==> src/rtl/pixel_tone_curve_adjust_unit_macros.svh <==
// Assertion macros used by the tone curve RTL.
// Each macro expects signals named clk and rst_n in the calling scope.
`ifndef PIXEL_TONE_CURVE_ADJUST_UNIT_MACROS_SVH
`define PIXEL_TONE_CURVE_ADJUST_UNIT_MACROS_SVH

`ifndef NO_ASSERTIONS

`define PTCA_ASSERT_IMPLY(lbl, ante, cons) \
    lbl: assert property (@(posedge clk) disable iff (!rst_n) (ante) |-> (cons)) \
        else $error("same-cycle pipeline check failed");

`define PTCA_ASSERT_NEXT(lbl, ante, cons) \
    lbl: assert property (@(posedge clk) disable iff (!rst_n) (ante) |=> (cons)) \
        else $error("next-cycle pipeline check failed");

`else

`define PTCA_ASSERT_IMPLY(lbl, ante, cons)

`define PTCA_ASSERT_NEXT(lbl, ante, cons)

`endif

`endif

==> src/rtl/ptca_pkg.sv <==
package ptca_pkg;

    localparam int unsigned StrengthWidth = 13;
    localparam int unsigned BandWidth     = 15;
    localparam int unsigned WarmProdWidth = 21;
    localparam int unsigned WarmFullWidth = 28;

    // Luma weights and band thresholds.
    localparam logic [15:0] LumaCoefR = 16'd76;
    localparam logic [15:0] LumaCoefG = 16'd150;
    localparam logic [15:0] LumaCoefB = 16'd29;

    localparam logic [7:0] LumaEdge0 = 8'd26;
    localparam logic [7:0] LumaEdge1 = 8'd77;
    localparam logic [7:0] LumaEdge2 = 8'd179;
    localparam logic [7:0] LumaEdge3 = 8'd230;

    // Warm term weights and its final gain.
    localparam logic [15:0] WarmCoefR = 16'd153;
    localparam logic [15:0] WarmCoefG = 16'd77;
    localparam logic [15:0] WarmCoefB = 16'd26;
    localparam logic signed [WarmFullWidth-1:0] WarmGain = 28'sd77;

    typedef struct packed {
        logic [7:0]         red;
        logic [7:0]         green;
        logic [7:0]         blue;
        logic [7:0]         alpha;
    } pixel_t;

    typedef struct packed {
        pixel_t             pix;
        logic signed [BandWidth-1:0]     band;
        logic signed [WarmProdWidth-1:0] warm_prod;
    } color_data_t;

    typedef struct packed {
        pixel_t             pix;
        logic signed [BandWidth-1:0] total;
    } offset_data_t;

    typedef struct packed {
        logic ld1;
        logic ld2;
        logic ld3;
        logic ld4;
    } pipe_load_t;

endpackage

==> src/rtl/ptca_color_stage.sv <==
module ptca_color_stage
    import ptca_pkg::*;
(
    input  logic                            clk,
    input  pipe_load_t                      load,
    input  logic signed [StrengthWidth-1:0] strength,
    input  pixel_t                          pix_in,
    output color_data_t                     data_out
);

    pixel_t                 pix1_reg;
    logic [15:0]            luma_sum_reg;
    logic signed [16:0]     warm_sum_reg;

    logic [15:0]            luma_sum_next;
    logic signed [16:0]     warm_sum_next;

    logic [7:0]             luma;
    logic [7:0]             warm_byte;
    logic signed [BandWidth-1:0]     strength_ext;
    logic signed [BandWidth-1:0]     band_next;
    logic signed [WarmProdWidth-1:0] warm_ext;
    logic signed [WarmProdWidth-1:0] strength_wide;
    color_data_t            data_reg;
    color_data_t            data_next;

    // First step: the two weighted sums of the channels.
    always_comb
    begin
        luma_sum_next = LumaCoefR * {8'd0, pix_in.red}
                      + LumaCoefG * {8'd0, pix_in.green}
                      + LumaCoefB * {8'd0, pix_in.blue};
        warm_sum_next = $signed({1'b0, 16'(WarmCoefR * {8'd0, pix_in.red}
                                          + WarmCoefG * {8'd0, pix_in.green})})
                      - $signed({1'b0, 16'(WarmCoefB * {8'd0, pix_in.blue})});
    end

    always_ff @(posedge clk)
    begin
        if (load.ld1)
        begin
            pix1_reg     <= pix_in;
            luma_sum_reg <= luma_sum_next;
            warm_sum_reg <= warm_sum_next;
        end
    end

    // Second step: band offset and the first product of the warm term.
    always_comb
    begin
        luma         = luma_sum_reg[15:8];
        strength_ext = {{(BandWidth - StrengthWidth){strength[StrengthWidth-1]}}, strength};

        if (luma < LumaEdge0)
            band_next = strength_ext <<< 1;
        else if (luma < LumaEdge1)
            band_next = strength_ext;
        else if (luma < LumaEdge2)
            band_next = '0;
        else if (luma < LumaEdge3)
            band_next = -strength_ext;
        else
            band_next = -(strength_ext <<< 1);

        // The floored sum never exceeds 229, so only the negative side clamps.
        if (warm_sum_reg[16])
            warm_byte = 8'd0;
        else
            warm_byte = warm_sum_reg[15:8];

        warm_ext      = {{(WarmProdWidth - 8){1'b0}}, warm_byte};
        strength_wide = {{(WarmProdWidth - StrengthWidth){strength[StrengthWidth-1]}},
                         strength};

        data_next.pix       = pix1_reg;
        data_next.band      = band_next;
        data_next.warm_prod = warm_ext * strength_wide;
    end

    always_ff @(posedge clk)
    begin
        if (load.ld2)
            data_reg <= data_next;
    end

    assign data_out = data_reg;

endmodule

==> src/rtl/ptca_offset_stage.sv <==
module ptca_offset_stage
    import ptca_pkg::*;
(
    input  logic         clk,
    input  pipe_load_t   load,
    input  color_data_t  data_in,
    output offset_data_t data_out
);

    logic signed [WarmFullWidth-1:0] prod_wide;
    logic signed [WarmFullWidth-1:0] warm_full;
    logic signed [BandWidth-1:0]     warm_term;
    offset_data_t                    data_reg;
    offset_data_t                    data_next;

    always_comb
    begin
        prod_wide = {{(WarmFullWidth - WarmProdWidth){data_in.warm_prod[WarmProdWidth-1]}},
                     data_in.warm_prod};
        warm_full = prod_wide * WarmGain;
        // Taking the upper bits of a two's complement value floors the shift.
        warm_term = {{(BandWidth - (WarmFullWidth - 16)){warm_full[WarmFullWidth-1]}},
                     warm_full[WarmFullWidth-1:16]};

        data_next.pix   = data_in.pix;
        data_next.total = data_in.band + warm_term;
    end

    always_ff @(posedge clk)
    begin
        if (load.ld3)
            data_reg <= data_next;
    end

    assign data_out = data_reg;

endmodule

==> src/rtl/ptca_clamp_stage.sv <==
module ptca_clamp_stage
    import ptca_pkg::*;
(
    input  logic         clk,
    input  pipe_load_t   load,
    input  offset_data_t data_in,
    output pixel_t       pix_out
);

    pixel_t pix_reg;
    pixel_t pix_next;

    function automatic logic [7:0] add_sat(input logic [7:0] chan,
                                           input logic signed [BandWidth-1:0] offs);
        logic signed [BandWidth:0] sum;
        begin
            sum = $signed({{(BandWidth - 7){1'b0}}, chan})
                + $signed({offs[BandWidth-1], offs});
            if (sum[BandWidth])
                add_sat = 8'd0;
            else if (sum[BandWidth-1:8] != '0)
                add_sat = 8'hFF;
            else
                add_sat = sum[7:0];
        end
    endfunction

    always_comb
    begin
        pix_next.red   = add_sat(data_in.pix.red,   data_in.total);
        pix_next.green = add_sat(data_in.pix.green, data_in.total);
        pix_next.blue  = add_sat(data_in.pix.blue,  data_in.total);
        pix_next.alpha = data_in.pix.alpha;
    end

    always_ff @(posedge clk)
    begin
        if (load.ld4)
            pix_reg <= pix_next;
    end

    assign pix_out = pix_reg;

endmodule

==> src/rtl/pixel_tone_curve_adjust_unit.sv <==
// Channel   | Handshake             | Payload
// ----------+-----------------------+------------------------------------------
// input     | in_valid / in_stall   | red_in, green_in, blue_in, alpha_in
// output    | out_valid / out_stall | red_out, green_out, blue_out, alpha_out
// config    | cfg_we                | cfg_wdata (strength, signed integer)
//
// One pixel per clock is sustained while out_stall is low; the pixel passes through the
// four register stages (sums, band and warm product, offset, saturation), the first of
// which captures the pixel at the transfer edge; out_valid rises when the last one loads.
// Reset clears the valid bits of all stages and the strength register to zero.
// A stall on the output holds the output register; stages behind it keep
// filling until each holds a pixel, and only then is in_stall raised.
`include "pixel_tone_curve_adjust_unit_macros.svh"

module pixel_tone_curve_adjust_unit
    import ptca_pkg::*;
(
    input  logic                     clk,
    input  logic                     rst_n,

    input  logic                     cfg_we,
    input  logic [StrengthWidth-1:0] cfg_wdata,

    input  logic                     in_valid,
    output logic                     in_stall,
    input  logic [7:0]               red_in,
    input  logic [7:0]               green_in,
    input  logic [7:0]               blue_in,
    input  logic [7:0]               alpha_in,

    output logic                     out_valid,
    input  logic                     out_stall,
    output logic [7:0]               red_out,
    output logic [7:0]               green_out,
    output logic [7:0]               blue_out,
    output logic [7:0]               alpha_out
);

    logic signed [StrengthWidth-1:0] strength_reg;

    logic v1_reg;
    logic v2_reg;
    logic v3_reg;
    logic out_valid_reg;

    logic ce1;
    logic ce2;
    logic ce3;
    logic ce4;

    pipe_load_t   load;
    pixel_t       pix_in;
    color_data_t  s2_data;
    offset_data_t s3_data;
    pixel_t       pix_out;

    always_ff @(posedge clk or negedge rst_n)
    begin
        if (!rst_n)
            strength_reg <= '0;
        else if (cfg_we)
            strength_reg <= $signed(cfg_wdata);
    end

    // A stage moves when it is empty or when the stage after it moves.
    always_comb
    begin
        ce4 = !out_valid_reg || !out_stall;
        ce3 = !v3_reg || ce4;
        ce2 = !v2_reg || ce3;
        ce1 = !v1_reg || ce2;

        load.ld1 = ce1 && in_valid;
        load.ld2 = ce2 && v1_reg;
        load.ld3 = ce3 && v2_reg;
        load.ld4 = ce4 && v3_reg;
    end

    always_ff @(posedge clk or negedge rst_n)
    begin
        if (!rst_n)
        begin
            v1_reg        <= 1'b0;
            v2_reg        <= 1'b0;
            v3_reg        <= 1'b0;
            out_valid_reg <= 1'b0;
        end
        else
        begin
            if (ce1)
                v1_reg <= in_valid;
            if (ce2)
                v2_reg <= v1_reg;
            if (ce3)
                v3_reg <= v2_reg;
            if (ce4)
                out_valid_reg <= v3_reg;
        end
    end

    assign in_stall     = !ce1;
    assign pix_in.red   = red_in;
    assign pix_in.green = green_in;
    assign pix_in.blue  = blue_in;
    assign pix_in.alpha = alpha_in;

    ptca_color_stage u_color
    (
        .clk      (clk),
        .load     (load),
        .strength (strength_reg),
        .pix_in   (pix_in),
        .data_out (s2_data)
    );

    ptca_offset_stage u_offset
    (
        .clk      (clk),
        .load     (load),
        .data_in  (s2_data),
        .data_out (s3_data)
    );

    ptca_clamp_stage u_clamp
    (
        .clk      (clk),
        .load     (load),
        .data_in  (s3_data),
        .pix_out  (pix_out)
    );

    assign out_valid = out_valid_reg;
    assign red_out   = pix_out.red;
    assign green_out = pix_out.green;
    assign blue_out  = pix_out.blue;
    assign alpha_out = pix_out.alpha;

    // Input is refused only when every stage holds a pixel and the output waits.
    `PTCA_ASSERT_IMPLY(a_stall_only_when_full, in_stall, v1_reg && v2_reg && v3_reg && out_valid_reg && out_stall)
    // A blocked second stage keeps its pixel and its data.
    `PTCA_ASSERT_NEXT(a_s2_holds, v2_reg && !ce3, v2_reg && $stable(s2_data))
    // A new result only appears when the offset stage held one.
    `PTCA_ASSERT_IMPLY(a_out_from_s3, $rose(out_valid_reg), $past(v3_reg))

endmodule

==> config.mk <==
export PLATFORM = sky130hd
export DESIGN_NAME = pixel_tone_curve_adjust_unit
export DESIGN_NICKNAME = d
export VERILOG_FILES = /design/src/rtl/ptca_pkg.sv /design/src/rtl/ptca_color_stage.sv /design/src/rtl/ptca_offset_stage.sv /design/src/rtl/ptca_clamp_stage.sv /design/src/rtl/pixel_tone_curve_adjust_unit.sv
export VERILOG_INCLUDE_DIRS = /design/src /design/src/rtl
export SDC_FILE = /design/constraint.sdc
export NUM_CORES = 1
export LEC_CHECK = 0
export BUFFER_PORTS_ARGS = -buffer_cell sky130_fd_sc_hd__buf_2
export CORE_AREA = 2 2 214 300
export DETAILED_ROUTE_END_ITERATION = 16
export DIE_AREA = 0 0 216 302
export GPL_ROUTABILITY_DRIVEN = 0
export SYNTH_ARGS = -nofsm -noshare
export SYNTH_HDL_FRONTEND = slang
export SYNTH_SLANG_ARGS = --single-unit
==> constraint.sdc <==
create_clock -name clk -period 19 [get_ports clk]
set_clock_uncertainty 0.2 [all_clocks]
set_input_delay 3.8 -clock clk [delete_from_list [all_inputs] [get_ports clk]]
set_output_delay 3.8 -clock clk [all_outputs]
set_load 0.1 [all_outputs]
==> metrics, run 1 <==
status completed; Starting Density 34.6%; critical path class input port to flop; CTS Sinks 213; max FFs per register 68; Worst path max stage delay 530 ps; root buf cell clkbuf_16; crit-path cells buf_2 -> ha_1 -> ha_1 -> inv_1 -> fa_1 -> fa_1 -> inv_1 -> ha_1 -> xor2_1 -> fa_1 -> inv_1 -> fa_1 -> inv_1 -> fa_1 -> inv_1 -> ha_1 -> o21ai_0 -> a21oi_1 -> o41a_1 -> and4_1 -> a2111oi_2 -> xnor3_1; Fin Setup TNS 0 ps; Syn-to-layout area delta 10.6%; Slew Viols, Final 0; Synth top area share 27.1%; largest net degree at the start of global routing 61; clk slew on worst S/H paths 70 ps; setup slack, reg-to-reg 12430 ps; Distinct cells, synth 79; synthesized area 0.0217 mm^2; Num CTS Buffers 23; flops & latches, synth 213; Critical Path AT 9730 ps; unrepaired setup endpoints after global routing false; post-detail-place hpwl 38.4 mm; final WL 46.0 mm; DR pass1 iterations 5; Setup Buffers After CTS 0; Worst Setup End Kind flop; # DRC 0; synth warn 0; Fmax 0.104 GHz; WL/cell 15.3 um; synth top area cells edfxtp_1, ha_1, fa_1; Die Wd 216 um; ys async rst share 7.98%; first-pass GRT wire length 76.7 mm; total track usage 14.5%; final hold violations 0; # fillers 6126; crit start category input port; slowest cell on the critical path fa_1; final setup vio count 0; CTS max path bufs 3; Nets 2744; syn nets 2661; initial DRC count 587; Ports 84; Max-Cap Viols 0; Slew @ Worst Pin 1170 ps; CTS hold repair buffers 0; CTS HTree Levels 1; max_slew headroom 22.1%; final worst path period share 50.8%; gate count after technology mapping 2068; commonest non-fill, non-tap cell in the layout inv_1; most used flip-flop cell after synthesis edfxtp_1; area leader, netlist edfxtp_1; post-CTS sizing 0; CP required 19080 ps; commonest non-fill, non-tap cells in the layout inv_1, ha_1, fa_1, edfxtp_1, nand2_1; share of layout cells above drive strength 1 8.58%; DP Area 0.0231 mm^2; Multi-input gate area 0.0137 mm^2; CTS tree yes; Crit Path Max Fanout 9; DR vias 14.4k; post-route minimum period 9660 ps; vias in the first global route 15.3k; Core Footprint 0.0627 mm^2; Finished Cell Area 0.0240 mm^2; clk_lat worst skew 540 ps; Post-synth EDFFs 196; gr ovfl total 0; Hold WC Path Type flop to flop; via/cell ratio 4.80; FF/Latch Area 0.00631 mm^2; Post-DRT Antenna Nets 0; Die Area 0.0652 mm^2; Synth Area per Inst 10.5 um^2; Seq/Total Area, Yosys 29.1%; die height 302 um; Diodes inserted 0; antenna violations before repair 1; Row Count 109; port bufs 83
-- worst max-delay path: cells and delay by family --
family	cells	cell delay (ps)
AO/OA/AOI/OAI	4	980
adder cells (fa/ha/maj)	9	3840
XOR/XNOR	2	450
buffers and inverters	6	450
AND/OR/NAND/NOR	1	230
-- final cells by class --
class | instances | share of cell area (%)
Clock buffer | 24 | 2.42
Clock inverter | 18 | 1.29
Inverter | 429 | 6.71
Multi-Input combinational cell | 1393 | 56.9
Sequential cell | 213 | 26.3
Tap cell | 832 | 4.34
Timing Repair Buffer | 91 | 1.98
-- path summary, 6_finish.rpt --
path                                                  from                                  to  cells past startpoint
max reg2reg                  u_color.data_out[5]$_DFFE_PP_     u_offset.data_out[14]$_DFFE_PP_                     23
min in group asynchronous                            rst_n        strength_reg[10]$_DFFE_PN0P_                      1
min reg2reg                u_color.data_next[67]$_DFFE_PP_      u_color.data_out[67]$_DFFE_PP_                      0
max in group asynchronous                            rst_n         strength_reg[8]$_DFFE_PN0P_                      1
max                                            green_in[4]  u_color.luma_sum_reg[15]$_DFFE_PP_                     22
min                        u_color.data_next[67]$_DFFE_PP_      u_color.data_out[67]$_DFFE_PP_                      0
-- through the flow --
step	hold WS [ps]	std cells	setup slack (ps)	utilization [%]
2_1_floorplan	200	2068	9270	-
3_3_place_gp	200	2958	8780	36.8
3_5_place_dp	205	2958	8710	36.8
4_1_cts	214	3000	9310	38.2
5_1_grt	221	3000	9030	38.2
6_report	215	3000	9340	38.2
-- cell usage after synthesis, drive strengths merged, types with 5 or more instances --
master and count:
mux2 12, o21a 18, o211ai 7, a21oi 103, nand4 9, inv 429
fa 205, or2 9, dfrtp 17, a21o 29, and3 6, xor2 44
edfxtp 196, nor2 85, o211a 5, and2 76, a31oi 20, nor3 44
clkbuf 29, nand3 23, nor2b 22, or3 6, nand2b 12, ha 338
xnor2 71, o21bai 8, nand2 101, o21ai 67, a21boi 5, a211oi 11
-- metal layers --
metal / up-vias / share of wire, % / global-route usage, %
li1: 7037 / - / -
met1: 7052 / 40 / 17.0
met2: 234 / 53 / 27.4
met3: 83 / 3.0 / 1.26
met4: 2 / 3.8 / 5.46
met5: - / 0.015 / 0
-- cells by family after synthesis --
family	Yosys count	share of synthesized area, %
compound gates	310	9.39
xor+xnor	116	4.82
fa+ha+maj	543	38.4
buf+inv	462	8.01
flops	213	29.1
mux	14	0.715
simple gates	410	9.54
Power of run 1 is left out: the tool's default activity adds up to more than one toggle a clock period on the data nets, which glitch-free logic cannot reach.
==> inputs of run 2 (changes only) <==
==> constraint.sdc (replaced) <==
create_clock -name clk -period 8.95 [get_ports clk]
set_clock_uncertainty 0.2 [all_clocks]
set_input_delay 1.79 -clock clk [delete_from_list [all_inputs] [get_ports clk]]
set_output_delay 1.79 -clock clk [all_outputs]
set_load 0.1 [all_outputs]
==> metrics, run 2 (synthesis gave the netlist of run 1 again) <==
Die Area 0.0652 mm^2; Max-Cap Viols 0; CTS max path bufs 3; CTS tree yes; critical path class input port to flop; share of layout cells above drive strength 1 8.58%; DR vias 14.4k; status completed; Hold WC Path Type flop to flop; reg2reg end u_offset.data_out[14]$_DFFE_PP_; Slew @ Worst Pin 1160 ps; Worst Path Buf+Inv 6; largest net degree at the start of global routing 61; max FFs per register 68; # DRC 0; Crit Path Max Fanout 9; final hold violations 0; post-route minimum period 7700 ps; via/cell ratio 4.81; Critical Path AT 7790 ps; slowest cell on the critical path fa_1; CP required 9040 ps; Ports 84; commonest non-fill, non-tap cells in the layout inv_1, ha_1, fa_1, edfxtp_1, nand2_1; Num CTS Buffers 23; CP top delay family adder cells; root buf cell clkbuf_16; DR pass1 iterations 4; total track usage 14.6%; port bufs 83; vias in the first global route 15.5k; crit start category input port; Hold Path Depth 0; max_slew headroom 22.7%; Nets 2744; die height 302 um; Slew Viols, Final 0; Worst path max stage delay 530 ps; antenna violations before repair 1; unrepaired setup endpoints after global routing false; commonest non-fill, non-tap cell in the layout inv_1; clk slew on worst S/H paths 70 ps; final WL 46.3 mm; final worst path period share 86.0%; CTS hold repair buffers 0; Starting Density 34.6%; Fin Setup TNS 0 ps; crit-path cells buf_2 -> ha_1 -> ha_1 -> inv_1 -> fa_1 -> fa_1 -> inv_1 -> ha_1 -> xor2_1 -> fa_1 -> inv_1 -> fa_1 -> inv_1 -> fa_1 -> inv_1 -> ha_1 -> o21ai_0 -> a21oi_1 -> o41a_1 -> and4_1 -> a2111oi_2 -> xnor3_1; clk_lat worst skew 540 ps; Post-DRT Antenna Nets 0; Worst Setup End Kind flop; Core Footprint 0.0627 mm^2; CTS HTree Levels 1; CTS Sinks 213; hold_sp u_color.data_next[67]$_DFFE_PP_; Setup Buffers After CTS 0; worst min-delay path endpoint u_color.data_out[67]$_DFFE_PP_; initial DRC count 601; worst reg2reg path startpoint u_color.data_out[5]$_DFFE_PP_; Syn-to-layout area delta 10.5%; Fmax 0.130 GHz; post-CTS sizing 0; Die Wd 216 um; final setup vio count 0; Diodes inserted 0; WL/cell 15.4 um; Row Count 109; post-detail-place hpwl 38.5 mm; FF-to-FF path depth 23; final hold slack 217 ps; fin util 38.2%; setup slack, reg-to-reg 2350 ps; first-pass GRT wire length 76.8 mm; gr ovfl total 0
[run 2: cell types whose count changed in the layout (fill, tap and decap cells not counted)]
| cell | before | now |
|---|---|---|
| inv_8 | 1 | 0 |
| clkbuf_1 | 1 | 0 |
| clkbuf_8 | 0 | 1 |
| clkinvlp_4 | 3 | 1 |
| clkinv_1 | 0 | 1 |
| bufinv_16 | 7 | 6 |
| clkinv_4 | 1 | 2 |
| clkinv_2 | 2 | 4 |
[run 2: layer usage]
metal | up-vias | track usage [%] | wire length (um)
met1 | 7063 | 16.9 | 18800
met4 | 2 | 5.45 | 1700
li1 | 7044 | - | -
met2 | 227 | 27.6 | 24400
met5 | - | 0 | 7
met3 | 84 | 1.46 | 1350
[run 2: worst max path at each step]
stage	slack (ps)	end	cells after the start	startpoint
CTS	1280	u_color.luma_sum_reg[15]$_DFFE_PP_	22	green_in[4]
global placement	740	u_color.luma_sum_reg[15]$_DFFE_PP_	22	green_in[4]
global route	1020	u_color.luma_sum_reg[15]$_DFFE_PP_	22	green_in[4]
finish	1250	u_color.luma_sum_reg[15]$_DFFE_PP_	22	green_in[4]
floorplan	1230	u_color.luma_sum_reg[15]$_DFFE_PP_	21	green_in[4]
detailed placement	690	u_color.luma_sum_reg[15]$_DFFE_PP_	22	green_in[4]
[run 2: worst reg2reg max path, cell delays in order, from the launching register on]
cell      delay (ps)
edfxtp_1         460
ha_1             330
ha_1             310
fa_1             550
inv_1             60
fa_1             530
inv_1             40
ha_1             280
o21ai_0          160
or2b_2           350
o211a_1          150
a221o_1          360
a21oi_1          250
o21bai_1         110
xor2_1           160
ha_1             320
nor2b_1          150
o31a_1           270
o211ai_2         210
a21oi_2          110
nor4_4           320
nor3_1           100
or3_1            390
xor2_1           160
[run 2: area by class of cell]
| type | count | area (um^2) |
|---|---|---|
| Clock buffer | 24 | 589 |
| Clock inverter | 18 | 275 |
| Fill cell | 6169 | 38800 |
| Inverter | 429 | 1610 |
| Multi-Input combinational cell | 1393 | 13700 |
| Sequential cell | 213 | 6310 |
| Tap cell | 832 | 1040 |
| Timing Repair Buffer | 91 | 475 |
[run 2: per-stage QoR]
step | worst slack [ps] | instances | area (um^2)
after global placement | 740 | 2958 | 23100
after global routing | 1020 | 3000 | 24000
final | 1250 | 3000 | 24000
after detailed placement | 691 | 2958 | 23100
after CTS | 1280 | 3000 | 24000
after floorplan | 1230 | 2068 | 21700
Power of run 2 is left out for the same reason.
==> inputs of run 3 (changes only) <==
==> constraint.sdc (replaced) <==
create_clock -name clk -period 8.4 [get_ports clk]
set_clock_uncertainty 0.2 [all_clocks]
set_input_delay 1.68 -clock clk [delete_from_list [all_inputs] [get_ports clk]]
set_output_delay 1.68 -clock clk [all_outputs]
set_load 0.1 [all_outputs]
==> metrics, run 3 (synthesis gave the netlist of run 1 again) <==
Syn-to-layout area delta 9.91%; clk_lat worst skew 530 ps; CTS HTree Levels 1; Worst Setup End Kind flop; Hold Path Depth 0; Fmax 0.133 GHz; clk slew on worst S/H paths 60 ps; gr ovfl total 0; post-route minimum period 7510 ps; vias in the first global route 15.4k; first-pass GRT wire length 76.4 mm; final setup vio count 0; Starting Density 34.6%; critical path class input port to flop; reg2reg end u_offset.data_out[14]$_DFFE_PP_; post-CTS sizing 0; Die Wd 216 um; # DRC 0; crit start category input port; commonest non-fill, non-tap cells in the layout inv_1, ha_1, fa_1, edfxtp_1, nand2_1; final WL 46.3 mm; die height 302 um; CTS hold repair buffers 0; max FFs per register 68; Row Count 109; Slew @ Worst Pin 1150 ps; final hold violations 0; worst reg2reg path startpoint u_color.data_out[5]$_DFFE_PP_; root buf cell clkbuf_16; Critical Path AT 7580 ps; setup slack, reg-to-reg 1780 ps; unrepaired setup endpoints after global routing false; CP required 8470 ps; CTS max path bufs 3; Slew Viols, Final 0; Num CTS Buffers 22; antenna violations before repair 1; Ports 84; Setup Buffers After CTS 0; FF-to-FF path depth 23; commonest non-fill, non-tap cell in the layout inv_1; Crit Path Max Fanout 9; initial DRC count 618; port bufs 83; final worst path period share 89.4%; final hold slack 215 ps; worst min-delay path endpoint u_offset.data_out[44]$_DFFE_PP_; Fin Setup TNS 0 ps; DR vias 14.4k; via/cell ratio 4.80; max_slew headroom 23.5%; CTS tree yes; Nets 2745; Post-DRT Antenna Nets 0; Max-Cap Viols 0; CTS Sinks 213; Hold WC Path Type flop to flop; WL/cell 15.4 um; Core Footprint 0.0627 mm^2; DR pass1 iterations 5; Die Area 0.0652 mm^2; hold_sp u_color.data_out[65]$_DFFE_PP_; Diodes inserted 0; total track usage 14.5%; status completed; largest net degree at the start of global routing 61; share of layout cells above drive strength 1 8.26%; post-detail-place hpwl 38.8 mm
-- run 3: changes by cell type in the layout (fill, tap and decap cells not counted), sizes merged --
cell      before  now
clkinvlp       1    0
clkbuf        24   26
buf           91   93
bufinv         6    3
inv          433  430
clkinv         7   10
-- run 3: worst max-delay path, cell delays in order --
cell and delay (ps):
buf_2 250, ha_1 290, ha_1 270, ha_1 270, inv_1 50, fa_1 490
inv_1 40, ha_1 340, xnor2_1 180, ha_1 290, inv_1 40, fa_1 470
inv_1 50, fa_1 530, inv_1 60, fa_1 520, inv_1 40, ha_1 280
o21ai_1 90, a21oi_1 120, o41a_1 370, and4_1 230, a2111oi_2 340, xnor3_1 260
-- run 3: metal layers --
layer / GRT usage [%] / vias up / wire length (um)
met1: 16.8 / 7109 / 18900
met4: 4.71 / 2 / 1370
met2: 28.1 / 196 / 25000
met5: 0 / - / 7
li1: - / 7038 / -
met3: 1.09 / 69 / 1050
-- run 3: how the worst max path moves through the flow --
stage	from	to	slack, ps
floorplan	green_in[4]	u_color.luma_sum_reg[15]$_DFFE_PP_	790
CTS	green_in[5]	u_color.luma_sum_reg[15]$_DFFE_PP_	890
detailed placement	green_in[5]	u_color.luma_sum_reg[15]$_DFFE_PP_	320
global placement	green_in[6]	u_color.luma_sum_reg[15]$_DFFE_PP_	370
global route	green_in[5]	u_color.luma_sum_reg[15]$_DFFE_PP_	650
finish	green_in[5]	u_color.luma_sum_reg[15]$_DFFE_PP_	890
-- run 3: area by class of cell --
| type | count | area, um^2 |
|---|---|---|
| multi-input combinational | 1393 | 13700 |
| tap | 832 | 1040 |
| inverter | 429 | 1610 |
| fill | 6218 | 38900 |
| clock inverter | 14 | 158 |
| timing repair buffer | 93 | 490 |
| clock buffer | 26 | 566 |
| sequential | 213 | 6310 |
-- run 3: through the flow --
step	std cells	utilization [%]	setup slack [ps]	cell area, um^2
2_1_floorplan	2068	-	792	21700
3_3_place_gp	2960	36.8	367	23100
3_5_place_dp	2960	36.8	323	23100
4_1_cts	3000	38.0	888	23800
5_1_grt	3000	38.0	650	23800
6_report	3000	38.0	893	23800
Power of run 3 is left out for the same reason.
